[src/hdl/cps_pkg.sv]
// Package for the capability reply scanner: phase codes, byte constants,
// pattern lookup functions and the shared state and result structs.
// No dependencies.
package cps_pkg;

    localparam int DataWidth = 8;
    localparam int TokenLen  = 12;
    localparam int MarkerLen = 5;
    localparam int TokenIdxW  = $clog2(TokenLen);
    localparam int MarkerIdxW = 3;

    localparam logic [DataWidth-1:0] CharCr  = 8'h0D;
    localparam logic [DataWidth-1:0] CharLf  = 8'h0A;
    localparam logic [DataWidth-1:0] CharDot = 8'h2E;
    localparam logic [DataWidth-1:0] CharP   = 8'h50;

    typedef enum logic [2:0] {
        PH_MESSAGE    = 3'd0,
        PH_PIPELINING = 3'd1,
        PH_CRLF       = 3'd2,
        PH_DONE       = 3'd3,
        PH_ERROR      = 3'd4
    } phase_t;

    typedef struct packed {
        phase_t                phase;
        logic [TokenIdxW-1:0]  token_index;
        logic [MarkerIdxW-1:0] marker_index;
        logic                  pipelining_flag;
    } scan_state_t;

    // Packed so that phase lands in the lowest bits of tdata.
    typedef struct packed {
        logic       failed;
        logic       finished;
        logic       pipelining_seen;
        logic [2:0] phase;
    } scan_result_t;

    // Byte at a position of "PIPELINING\r\n".
    function automatic logic [DataWidth-1:0] token_char(input logic [TokenIdxW-1:0] idx);
        logic [DataWidth-1:0] c;
        case (idx)
            4'd0:    c = 8'h50;
            4'd1:    c = 8'h49;
            4'd2:    c = 8'h50;
            4'd3:    c = 8'h45;
            4'd4:    c = 8'h4C;
            4'd5:    c = 8'h49;
            4'd6:    c = 8'h4E;
            4'd7:    c = 8'h49;
            4'd8:    c = 8'h4E;
            4'd9:    c = 8'h47;
            4'd10:   c = CharCr;
            4'd11:   c = CharLf;
            default: c = '0;
        endcase
        return c;
    endfunction

    // Byte at a position of "\r\n.\r\n".
    function automatic logic [DataWidth-1:0] marker_char(input logic [MarkerIdxW-1:0] idx);
        logic [DataWidth-1:0] c;
        case (idx)
            3'd0:    c = CharCr;
            3'd1:    c = CharLf;
            3'd2:    c = CharDot;
            3'd3:    c = CharCr;
            3'd4:    c = CharLf;
            default: c = '0;
        endcase
        return c;
    endfunction

endpackage

[src/hdl/capability_reply_scanner_unit.sv]
// Top level of the capability reply scanner: scan state register, next-state
// logic and output register. Depends on cps_pkg, cps_next and cps_out_reg.
//
// Usage:
//   The slave channel (s_tvalid/s_tready/s_tdata) carries one byte of a POP3
//   capability reply per item. For every byte taken the master channel
//   (m_tvalid/m_tready/m_tdata) delivers exactly one result item: the parse
//   phase after that byte, the sticky pipelining flag, and finished/failed.
//   The result of a byte is valid on m_tvalid in the cycle after the
//   byte is accepted. One byte is taken per cycle while no result stalls,
//   as the scan state register updates on every accepted byte; a new byte
//   is taken in the same cycle the previous result is taken.
//   Stall: while a result waits and m_tready is low, s_tready drops and the
//   scan state holds; no byte is lost and no result is repeated.
//   Reset (aresetn low, synchronous): phase returns to message, both match
//   indexes and the pipelining flag clear, the output register empties.
//   Done and error are absorbing: later bytes still yield results, with the
//   phase unchanged, until the next reset.
module capability_reply_scanner_unit
    import cps_pkg::*;
(
    input  logic                 aclk,
    input  logic                 aresetn,
    input  logic                 s_tvalid,
    output logic                 s_tready,
    input  logic [DataWidth-1:0] s_tdata,   // [7:0] data_byte
    output logic                 m_tvalid,
    input  logic                 m_tready,
    output logic [7:0]           m_tdata    // [2:0] phase, [3] pipelining_seen,
                                            // [4] finished, [5] failed, [7:6] zero
);

    scan_state_t  state_reg;
    scan_state_t  state_next;
    scan_result_t step_result;
    scan_result_t out_result;
    logic         accept;
    logic         room;

    // Take a byte whenever the output register has room for its result.
    assign s_tready = room;
    assign accept   = s_tvalid && room;

    cps_next u_next (
        .cur_state  (state_reg),
        .data_byte  (s_tdata),
        .next_state (state_next),
        .result     (step_result)
    );

    // Advance the scan state only on an accepted item; hold it otherwise.
    always_ff @(posedge aclk) begin
        if (!aresetn) begin
            state_reg <= '{phase: PH_MESSAGE, token_index: '0,
                           marker_index: '0, pipelining_flag: 1'b0};
        end else if (accept) begin
            state_reg <= state_next;
        end
    end

    cps_out_reg u_out (
        .aclk        (aclk),
        .aresetn     (aresetn),
        .load        (accept),
        .load_result (step_result),
        .room        (room),
        .out_valid   (m_tvalid),
        .out_result  (out_result),
        .out_ready   (m_tready)
    );

    assign m_tdata = {2'b00, out_result};

`ifndef NO_ASSERTIONS
    // Done is absorbing.
    a_done_sticky: assert property (@(posedge aclk) disable iff (!aresetn)
        state_reg.phase == PH_DONE |=> state_reg.phase == PH_DONE)
        else $error("done phase left before reset");

    // Error is absorbing.
    a_error_sticky: assert property (@(posedge aclk) disable iff (!aresetn)
        state_reg.phase == PH_ERROR |=> state_reg.phase == PH_ERROR)
        else $error("error phase left before reset");

    // Pipelining flag never clears once set.
    a_flag_sticky: assert property (@(posedge aclk) disable iff (!aresetn)
        state_reg.pipelining_flag |=> state_reg.pipelining_flag)
        else $error("pipelining flag cleared");

    // Scan state only moves when a byte is taken.
    a_state_hold: assert property (@(posedge aclk) disable iff (!aresetn)
        !accept |=> $stable(state_reg))
        else $error("scan state changed without an accepted item");

    // A result waiting on a stalled master blocks new bytes.
    a_stall_blocks: assert property (@(posedge aclk) disable iff (!aresetn)
        (m_tvalid && !m_tready) |-> !s_tready)
        else $error("byte accepted while result is stalled");
`endif

endmodule

[src/hdl/cps_next.sv]
// Next-state and result logic of the capability reply scanner.
// Depends on cps_pkg.
module cps_next
    import cps_pkg::*;
(
    input  scan_state_t          cur_state,
    input  logic [DataWidth-1:0] data_byte,
    output scan_state_t          next_state,
    output scan_result_t         result
);

    logic token_hit;
    logic marker_hit;

    assign token_hit  = (cur_state.token_index < TokenIdxW'(TokenLen))
                     && (token_char(cur_state.token_index) == data_byte);
    assign marker_hit = (cur_state.marker_index < MarkerIdxW'(MarkerLen))
                     && (marker_char(cur_state.marker_index) == data_byte);

    always_comb begin
        next_state = cur_state;
        unique case (cur_state.phase)
            PH_MESSAGE: begin
                priority if (data_byte == CharCr) begin
                    next_state.phase        = PH_CRLF;
                    next_state.marker_index = MarkerIdxW'(1);
                end else if (data_byte == CharP) begin
                    next_state.phase       = PH_PIPELINING;
                    next_state.token_index = TokenIdxW'(1);
                end else if (data_byte == CharDot) begin
                    // Dots in running text advance the marker index too.
                    if (cur_state.marker_index == MarkerIdxW'(2)) begin
                        next_state.phase        = PH_CRLF;
                        next_state.marker_index = MarkerIdxW'(3);
                    end else if (cur_state.marker_index != '1) begin
                        next_state.marker_index = cur_state.marker_index + 1'b1;
                    end
                end
            end
            PH_PIPELINING: begin
                priority if (!token_hit) begin
                    next_state.phase = PH_MESSAGE;
                end else if (cur_state.token_index == TokenIdxW'(TokenLen - 1)) begin
                    next_state.phase           = PH_CRLF;
                    next_state.pipelining_flag = 1'b1;
                    next_state.marker_index    = MarkerIdxW'(2);
                end else begin
                    next_state.token_index = cur_state.token_index + 1'b1;
                end
            end
            PH_CRLF: begin
                priority if (!marker_hit) begin
                    // A non-dot new line returns to text, or to the token on P.
                    if (cur_state.marker_index == MarkerIdxW'(2)) begin
                        if (data_byte == CharP) begin
                            next_state.phase       = PH_PIPELINING;
                            next_state.token_index = TokenIdxW'(1);
                        end else begin
                            next_state.phase = PH_MESSAGE;
                        end
                    end else begin
                        next_state.phase = PH_ERROR;
                    end
                end else if (cur_state.marker_index == MarkerIdxW'(MarkerLen - 1)) begin
                    next_state.phase = PH_DONE;
                end else begin
                    next_state.marker_index = cur_state.marker_index + 1'b1;
                end
            end
            default: begin
                // Done and error absorb every byte.
                next_state = cur_state;
            end
        endcase
    end

    always_comb begin
        result.phase           = next_state.phase;
        result.pipelining_seen = next_state.pipelining_flag;
        result.finished        = (next_state.phase == PH_DONE) || (next_state.phase == PH_ERROR);
        result.failed          = (next_state.phase == PH_ERROR);
    end

endmodule

[src/hdl/cps_out_reg.sv]
// Output register of the capability reply scanner: holds one result item
// for the master side and frees itself in the cycle the item is taken.
// Depends on cps_pkg.
module cps_out_reg
    import cps_pkg::*;
(
    input  logic         aclk,
    input  logic         aresetn,
    input  logic         load,
    input  scan_result_t load_result,
    output logic         room,
    output logic         out_valid,
    output scan_result_t out_result,
    input  logic         out_ready
);

    logic         valid_reg;
    logic         valid_next;
    scan_result_t result_reg;

    assign room       = !valid_reg || out_ready;
    assign valid_next = load || (valid_reg && !out_ready);

    always_ff @(posedge aclk) begin
        if (!aresetn) begin
            valid_reg <= 1'b0;
        end else begin
            valid_reg <= valid_next;
        end
    end

    always_ff @(posedge aclk) begin
        if (load) begin
            result_reg <= load_result;
        end
    end

    assign out_valid  = valid_reg;
    assign out_result = result_reg;

endmodule
[config.mk]
export PLATFORM = sky130hd
export DESIGN_NAME = capability_reply_scanner_unit
export DESIGN_NICKNAME = d
export VERILOG_FILES = /design/src/hdl/cps_pkg.sv /design/src/hdl/capability_reply_scanner_unit.sv /design/src/hdl/cps_next.sv /design/src/hdl/cps_out_reg.sv
export SDC_FILE = /design/constraint.sdc
export NUM_CORES = 1
export LEC_CHECK = 0
export ABC_AREA = 1
export BUFFER_PORTS_ARGS = -buffer_cell sky130_fd_sc_hd__buf_2
export CAP_MARGIN = 10
export CELL_PAD_IN_SITES_DETAIL_PLACEMENT = 1
export CELL_PAD_IN_SITES_GLOBAL_PLACEMENT = 1
export CORE_MARGIN = 8
export CORE_UTILIZATION = 23
export CTS_CLUSTER_SIZE = 24
export DETAILED_ROUTE_END_ITERATION = 7
export PLACE_DENSITY = 0.47
export SLEW_MARGIN = 20
export SYNTH_ARGS = -nofsm -noshare
export SYNTH_HDL_FRONTEND = slang
export SYNTH_SLANG_ARGS = --single-unit
[constraint.sdc]
create_clock -name aclk -period 2.96 [get_ports aclk]
set_clock_uncertainty 0.15 [all_clocks]
set_input_delay 0 -clock aclk [delete_from_list [all_inputs] [get_ports aclk]]
set_output_delay 0 -clock aclk [all_outputs]
set_load 0.01 [all_outputs]
=== Yosys cells after proc, flatten, opt, wreduce, memory -nomap -nowiden ===
Memories as Yosys holds them, arrays and structs flattened. A register that Yosys moved wholly into a read port is not among the register bits.
Cells that the tools add are included.

* Shift-type cells: 0
* Bitwise operators: 0
* Equal/unequal tests: 26
* Multipliers: 0
* Reductions and logical operators: 16
* Order comparisons: 2
* Divide/modulo/power cells: 0
* Muxes and demuxes: 29
* Add/sub/neg operators: 2

{| class="wikitable"
|+ Operator list
! kind !! number
|-
| 3-bit 2-to-1 mux || 16
|-
| 4-bit 2-to-1 mux || 8
|-
| 10-bit one-hot mux with 3 select lines || 1
|-
| 6-bit one-hot mux with 3 select lines || 1
|-
| 3-bit by 2-bit == test with 1-bit output, second input constant || 4
|-
| 9-bit AND reduction || 1
|-
| 6-bit by 8-bit == test with 1-bit output || 1
|-
| 8-bit by 4-bit == test with 1-bit output, second input constant || 1
|-
| 8-bit by 6-bit == test with 1-bit output, second input constant || 1
|-
| 8-bit by 7-bit == test with 1-bit output, second input constant || 1
|-
| 8-bit == test || 1
|-
| 8-bit 2-to-1 mux || 1
|-
| 2-bit by 1-bit inequality test with 1-bit output, second input constant || 4
|-
| 2-bit inequality test, second input constant || 4
|-
| 7-bit AND reduction || 1
|-
| 3-bit by 1-bit == test with 1-bit output, second input constant || 2
|-
| 3-bit == test, second input constant || 2
|-
| 3-bit logical NOT || 2
|-
| 4-bit by 1-bit adder with 4-bit output, second input constant || 1
|-
| 4-bit == test, second input constant || 1
|-
| 1-bit logical AND || 4
|-
| 4-bit < comparator, second input constant || 1
|-
| 4-bit by 1-bit inequality test with 1-bit output, second input constant || 1
|-
| 2-bit OR reduction || 2
|-
| other kinds (9) || 13
|}

* Word-level logic and storage cells: 85
* Bits in latches: 0
* Memories: 1
* Register bits after elaboration: 18
* Output and inout bits: 10
* Memory bits (writable): 0
* Bits in read-only memories: 96

{| class="wikitable"
|+ Memories
! name !! words !! bits a word !! read ports !! clocked after Yosys merged registers in !! write ports !! line !! text
|-
| (no name shown) || 16 || 6 || 1 || 1 || 0 || cps_pkg.sv:43 || <nowiki>case (idx)</nowiki>
|}

=== Longest topological paths before layout ===
Gate-level depths: netlist of run 1.

* Depth after elaboration: 9
* Gate-level depth with buffers: 21
* Mapped depth without buffers: 21

=== By module ===
Synthesis of run 1 repeated with hierarchy kept, for this count alone.

* Cell total of the unflattened synthesis: 324
* Area, all modules: 1,960.6 sq um

{| class="wikitable"
|+ By module, submodules not included
! module !! area an instance (sq um) !! instances !! cells an instance
|-
| cps_next || 1,255.0 || 1 || 238
|-
| capability_reply_scanner_unit || 479.2 || 1 || 74
|-
| cps_out_reg || 226.5 || 1 || 12
|}

=== Worst setup path after synthesis of run 1 ===
No wires, ideal clock.

* Kind: reg2reg
* Start point: reg state_reg[1] (netlist bit)
* End point: reg with a tool-made name
* Cell stages (with the launch flop): 19
* Buffers on the path: 0
* Setup time: 115 ps
* Arrival time: 2,279 ps
* Setup slack: 416 ps
* Path through: dfxtp_1 -> inv_1 -> ha_1 -> nand2_8 -> nand3_4 -> a21oi_1 -> nor2_1 -> nand3_2 -> nand2_2 -> nand2_4 -> nand2_8 -> nand2_4 -> nand2_4 -> nor2_8 -> inv_2 -> ha_1 -> inv_1 -> nand3_1 -> o21ai_2

{| class="wikitable"
|+ RTL lines
! element !! line !! text
|-
| start, declared || capability_reply_scanner_unit.sv:33 || <nowiki>scan_state_t state_reg;</nowiki>
|-
| start signal, assigned || capability_reply_scanner_unit.sv:54 || <nowiki>state_reg <= '{phase: PH_MESSAGE, token_index: '0,</nowiki>
|-
| start signal, assigned || capability_reply_scanner_unit.sv:57 || <nowiki>state_reg <= state_next;</nowiki>
|}

==> results.py, run 1 <==
metrics = {
    "status": {
        "status": "complete, no violations",
    },
    "floorplanning": {
        "die_area_um2": 12200,
        "coreArea_um2": 8720,
        "start_util": 0.236,
        "io_pins": 22,
        "dieHeight_um": 111,
        "floorplan.die.width_um": 111,
        "row_count": 34,
    },
    "placed_design": {
        "gp_congestion": 0.774,
        "dp_cells": 418,
        "io_buffers": 19,
        "hpwl_um": 5060,
    },
    "cells_and_area": {
        "final_cells": 427,
        "multi_input_comb_area_um2": 1330,
        "final_cell_mix": "56 x nand2_1, 39 x inv_1, 28 x nand3_1",
        "diodes": 0,
        "final_common_cell": "nand2_1",
        "final_nets": 342,
        "fillCellCount": 1092,
        "layout-drive-gt1-share": 0.254,
        "post-route-util": 0.281,
        "syn2layout_area_growth_pct": 19.3,
        "regArea_um2": 543,
    },
    "sta": {
        "max_freq_mhz": 366,
        "layout_min_cycle_time_ns": 2.73,
        "tns_ns": 0,
        "drv_slew": 0,
        "hold_slack_ns": 0.0650,
        "fin_crit_sh": 0.923,
        "finalSetupViolations": 0,
        "hold_violations": 0,
        "rsz0062_at_grt": "no",
    },
    "global_routing": {
        "grt_pass1_vias": 2035,
        "antenna_found_initial": 0,
        "grt_max_degree": 15,
        "grt.overflow.total": 0,
        "grt_pass1_wl_um": 10200,
        "grt_use_total": 0.0999,
    },
    "clock_tree": {
        "clock_latency_ns": 0.28,
        "htreeDepth": 1,
        "cts_tree": "built",
        "cts_buffers": 3,
        "root_buffer": "clkbuf_8",
        "cts_max_path_buffers": 2,
        "clk_pin_slew_ns": 0.11,
        "clock_sinks": 24,
    },
    "routing": {
        "drc": 0,
        "routed_wl_um": 6070,
        "drt_iter0_drc": 43,
        "via_per_inst": 4.46,
        "post_drt_wl_per_cell_um": 14.2,
        "vias": 1906,
        "ant_nets": 0,
        "first_pass_iters": 4,
    },
    "job": {
        "max-cap-violations": 0,
    },
    "setup_path": {
        "cp.buffers_inverters": 3,
        "cpMaxStageDelayCell": "dfxtp_2",
        "critPathCaptureType": "flip-flop",
        "reg2reg_slack_ns": 0.23,
        "cp_data_arrival_time_ns": 2.76,
        "slowest_delay_ns": 0.40,
        "startpoint_type": "flip-flop",
        "crit_fanout": 8,
        "crit_required_ns": 2.98,
        "critPathKind": "flip-flop to flip-flop",
        "path_delay_family": "simple AND/OR/NAND/NOR gates",
        "crit_chain": "clkinvlp_4 -> ha_2 -> a21oi_4 -> nand2_1 -> nand2_1 -> nand2_2 -> nor2_4 -> nand3_2 -> nand2_2 -> nand2_4 -> nand3b_2 -> nand2_4 -> nor2_8 -> inv_2 -> ha_1 -> inv_1 -> nand3_1 -> o21ai_2",
        "r2r-start": "state_reg[1]",
        "startpoint": "state_reg[1]",
    },
    "pwr": {
        "vdd_drop_max_uv": 160,
        "p_leak_nw": 1.14,
        "power_density_nw_per_um2": 419,
        "total_power_w": 0.00103,
    },
    "yosys": {
        "yosysWarningCount": 0,
        "avgSynthCellArea_um2": 7.17,
        "post_synth_num_cell_types": 38,
        "synth_seq_cells": 24,
        "synth_area_um2": 2060,
        "synthCells": 287,
        "ys_seq_area_frac": 0.263,
    },
    "hold_path": {
        "hold_start": "m_tready",
        "hold_path_class": "input pin to flip-flop",
    },
}
-- tightest hold or removal path, delay by kind of cell --
| family | cells | cell delay (ns) |
|---|---|---|
| AND/OR/NAND/NOR | 2 | 0.23 |
| AO/OA/AOI/OAI | 1 | 0.10 |
| buffers and inverters | 2 | 0.14 |
-- synth_stat cells --
library cell,number,area (um^2)
a211oi_1,2,15.0
a21oi_1,10,50.1
a21oi_4,1,16.3
and3_1,1,6.26
buf_4,3,22.5
conb_1,1,3.75
dfxtp_1,18,360
edfxtp_1,6,180
ha_1,10,125
inv_1,40,150
inv_2,3,11.3
inv_4,2,12.5
inv_6,1,8.76
nand2_1,56,210
nand2_2,6,37.5
nand2_4,4,45.0
nand2_8,2,40.0
nand3_1,28,140
nand3_2,8,80.1
nand3_4,3,52.6
nand3b_2,1,11.3
nand4_1,10,62.6
nor2_1,27,101
nor2_2,5,31.3
nor2_4,1,11.3
nor2_8,2,40.0
nor3_1,10,50.1
nor3_2,2,20.0
nor3_4,1,16.3
nor3b_1,1,7.51
o211ai_1,1,7.51
o21ai_0,11,55.1
o21ai_1,1,5.00
o21ai_2,1,8.76
o22ai_1,2,12.5
or2_2,1,6.26
xnor2_1,1,8.76
xor2_1,4,35.0
-- layout make-up --
| type | count | share of cell area |
|---|---|---|
| multi-input combinational | 215 | 0.543 |
| timing repair buffer | 30 | 0.0754 |
| tap | 108 | 0.0550 |
| inverter | 46 | 0.0759 |
| sequential | 24 | 0.221 |
| clock buffer | 3 | 0.0168 |
| clock inverter | 1 | 0.0122 |
-- power by group --
part | internal, W | total [W] | switching (W)
Combinational | 0.000119 | 0.000325 | 0.000207
Sequential | 0.000368 | 0.000393 | 0.0000249
Clock | 0.000181 | 0.000310 | 0.000129
-- final timing paths --
kind              endpoint  depth (start not counted)
max reg2reg      flip-flop                         18
min reg2reg   state_reg[0]                          2
max              flip-flop                         18
min          state_reg[10]                          5
-- routing by layer --
metal | global-route usage | share of wire
met5 | 0 | 0
met4 | 0.0189 | 0.0053
met3 | 0.0124 | 0.011
met2 | 0.177 | 0.50
met1 | 0.125 | 0.48
-- through the flow --
step	setup slack, ns	instance area [um^2]
2_1_floorplan	0.416	2060
3_3_place_gp	0.132	2310
3_5_place_dp	0.0661	2310
4_1_cts	0.0367	2420
5_1_grt	0.00732	2450
6_report	0.227	2450
-- cells by family (layout without fill, tap and decap cells) --
group / after synthesis / count (layout) / share of synthesized area
AND/OR/NAND/NOR: 169 / 169 / 0.471
buffers and inverters: 49 / 80 / 0.0997
AO/OA/AOI/OAI: 29 / 29 / 0.0827
flip-flops: 24 / 24 / 0.263
adder cells (fa/ha/maj): 10 / 10 / 0.0608
XOR/XNOR: 5 / 5 / 0.0213
other: 1 / 2 / 0.00182
-- what timing repair did --
action,4_1_cts,5_1_grt
resized for setup,0,7
setup buffers,0,2
hold buffers,3,0
endpoints found under the setup margin,0,3
endpoints found under the hold margin,5,0
(Power assumes the default switching activity.)
==> run 2, diff against run 1 <==
--- a/config.mk
+++ b/config.mk
@@ -14,8 +14,9 @@
 export CORE_UTILIZATION = 23
 export CTS_CLUSTER_SIZE = 24
 export DETAILED_ROUTE_END_ITERATION = 7
-export PLACE_DENSITY = 0.47
+export PLACE_DENSITY = 0.49
 export SLEW_MARGIN = 20
 export SYNTH_ARGS = -nofsm -noshare
 export SYNTH_HDL_FRONTEND = slang
+export SYNTH_HIERARCHICAL = 1
 export SYNTH_SLANG_ARGS = --single-unit
==> results.py, run 2 <==
metrics = {
    "routing": {
        "via_per_inst": 4.39,
        "ant_nets": 0,
        "routed_wl_um": 5920,
        "drc": 0,
        "post_drt_wl_per_cell_um": 13.2,
        "first_pass_iters": 4,
        "drt_iter0_drc": 87,
        "vias": 1973,
    },
    "clock_tree": {
        "htreeDepth": 1,
        "cts_setup_buffers": 0,
        "clock_sinks": 18,
        "cts_max_path_buffers": 2,
        "ctsResizeCount": 0,
        "root_buffer": "clkbuf_8",
        "clock_latency_ns": 0.26,
        "cts_tree": "built",
        "clk_pin_slew_ns": 0.08,
        "cts_buffers": 3,
    },
    "pwr": {
        "internal-power_w": 0.000477,
        "p_leak_nw": 1.12,
        "p_seq_frac": 0.390,
        "swShare": 0.393,
        "power_density_nw_per_um2": 357,
        "vdd_drop_max_uv": 118,
        "pwr-share-comb": 0.379,
        "total_power_w": 0.000786,
        "power.switching_w": 0.000309,
        "pwr-share-clk": 0.232,
    },
    "floorplanning": {
        "die_area_um2": 11700,
        "row_count": 33,
        "start_util": 0.237,
        "dieHeight_um": 108,
        "io_pins": 22,
        "coreArea_um2": 8260,
        "floorplan.die.width_um": 108,
    },
    "sta": {
        "rsz0062_at_grt": "no",
        "drv_slew": 0,
        "layout_min_cycle_time_ns": 2.51,
        "fin_crit_sh": 0.848,
        "tns_ns": 0,
        "hold_violations": 0,
        "hold_slack_ns": 0.212,
        "max_slew_margin": 0.516,
        "finalSetupViolations": 0,
        "max_freq_mhz": 398,
        "worstMarginPinSlew_ns": 0.726,
        "worst_slack_ns": 0.450,
    },
    "yosys": {
        "ys_seq_area_frac": 0.214,
        "post_synth_num_cell_types": 34,
        "yosys.area.top_type": "nand2_1",
        "synth_seq_cells": 18,
        "yosysWarningCount": 6,
        "synth_edf_count": 6,
        "ys.flop_type": "dfxtp_1",
        "synthCells": 324,
        "synthMostInstantiatedCell": "nand2_1",
        "async_flop_share": 0,
        "avgSynthCellArea_um2": 6.05,
        "synth_top_cells_by_count": "97 x nand2_1, 49 x inv_1, 48 x nor2_1",
        "synth_area_um2": 1960,
        "synthTopCellsByArea": "nand2_1 19%, dfxtp_1 12%, inv_1 9.4%",
        "synth_top_area_frac": 0.186,
    },
    "placed_design": {
        "gp_congestion": 0.782,
        "dp_worst_setup_slack_ns": 0.488,
        "hpwl_um": 4810,
        "io_buffers": 19,
    },
    "cells_and_area": {
        "final_cell_mix": "97 x nand2_1, 49 x inv_1, 48 x nor2_1",
        "post-route-util": 0.267,
        "layout-drive-gt1-share": 0.148,
        "final_common_cell": "nand2_1",
        "largest_reg_flops": 11,
        "diodes": 0,
        "final_nets": 369,
        "syn2layout_area_growth_pct": 12.4,
    },
    "setup_path": {
        "critPathKind": "flip-flop to flip-flop",
        "startpoint_type": "flip-flop",
        "critPathCaptureType": "flip-flop",
        "crit_required_ns": 3.01,
        "cp_data_arrival_time_ns": 2.56,
        "crit_fanout": 9,
    },
    "global_routing": {
        "grt_max_degree": 24,
        "grt.overflow.total": 0,
        "grt_use_total": 0.105,
        "antenna_found_initial": 0,
        "grt_pass1_wl_um": 9960,
        "grt_pass1_vias": 2023,
    },
    "status": {
        "status": "complete, no violations",
    },
    "job": {
        "max-cap-violations": 0,
    },
    "hold_path": {
        "hold_path_class": "input pin to flip-flop",
    },
}
-- run 2: power by group through the flow --
stage,Clock [W],Combinational (W),Sequential [W]
4_1_cts,0.000189,0.000303,0.000307
3_3_place_gp,0,0.000300,0.000312
5_1_grt,0.000199,0.000345,0.000310
6_report,0.000182,0.000298,0.000306
2_1_floorplan,0,0.000227,0.000307
3_5_place_dp,0,0.000297,0.000313
-- run 2: worst paths after layout --
kind | startpoint | end | slack [ns] | depth (start not counted)
setup reg to reg | state_reg[1] | state_reg[2] | 0.45 | 13
setup / recovery | state_reg[1] | state_reg[2] | 0.45 | 13
hold / removal | s_tvalid | state_reg[9] | 0.21 | 4
hold reg to reg | state_reg[0] | state_reg[0] | 0.37 | 4
-- run 2: through the flow --
stage	cells	area [um^2]
after floorplan	325	1960
after global placement	442	2130
after detailed placement	442	2130
after CTS	449	2200
after global routing	449	2200
final	449	2200
-- run 2: final cells by class --
class                           count  area (um^2)
Tap cell                          105          131
Clock buffer                        3         41.3
Clock inverter                      1         3.75
Multi-Input combinational cell    242         1240
Fill cell                        1114         6050
Sequential cell                    18          420
Inverter                           52          198
Timing Repair Buffer               28          170
-- run 2: layer usage --
layer / global-route usage / vias to the layer above / wire length (um)
met4: 0.0186 / 0 / 42
met3: 0.0143 / 4 / 60
li1: - / 1049 / -
met5: 0 / - / 0
met1: 0.139 / 912 / 3030
met2: 0.176 / 8 / 2790
-- run 2: worst max-delay path, stage by stage, from the launching register on --
cell	delay [ns]
dfxtp_1	0.52
inv_2	0.15
ha_1	0.28
nand2_4	0.13
nand3_2	0.11
nand3_1	0.08
nand2_1	0.05
nor2_1	0.22
nand3_1	0.14
o21ai_0	0.23
nor2_1	0.08
a21oi_1	0.13
nor2_1	0.06
nor2_1	0.12
-- run 2: kinds of logic after synthesis --
| group | after synthesis | share of synthesized area |
|---|---|---|
| and+or+nand+nor | 201 | 0.466 |
| buffers and inverters | 65 | 0.156 |
| AOI/OAI and AO/OA | 26 | 0.0810 |
| DFF | 18 | 0.214 |
| adders and majority gates | 12 | 0.0766 |
| xor gates and xnor gates | 1 | 0.00447 |
| other | 1 | 0.00191 |
-- run 2: repair_timing --
action	4_1_cts	5_1_grt
endpoints found under the hold margin	12	0
setup endpoints to repair	0	0
hold buffers	3	0
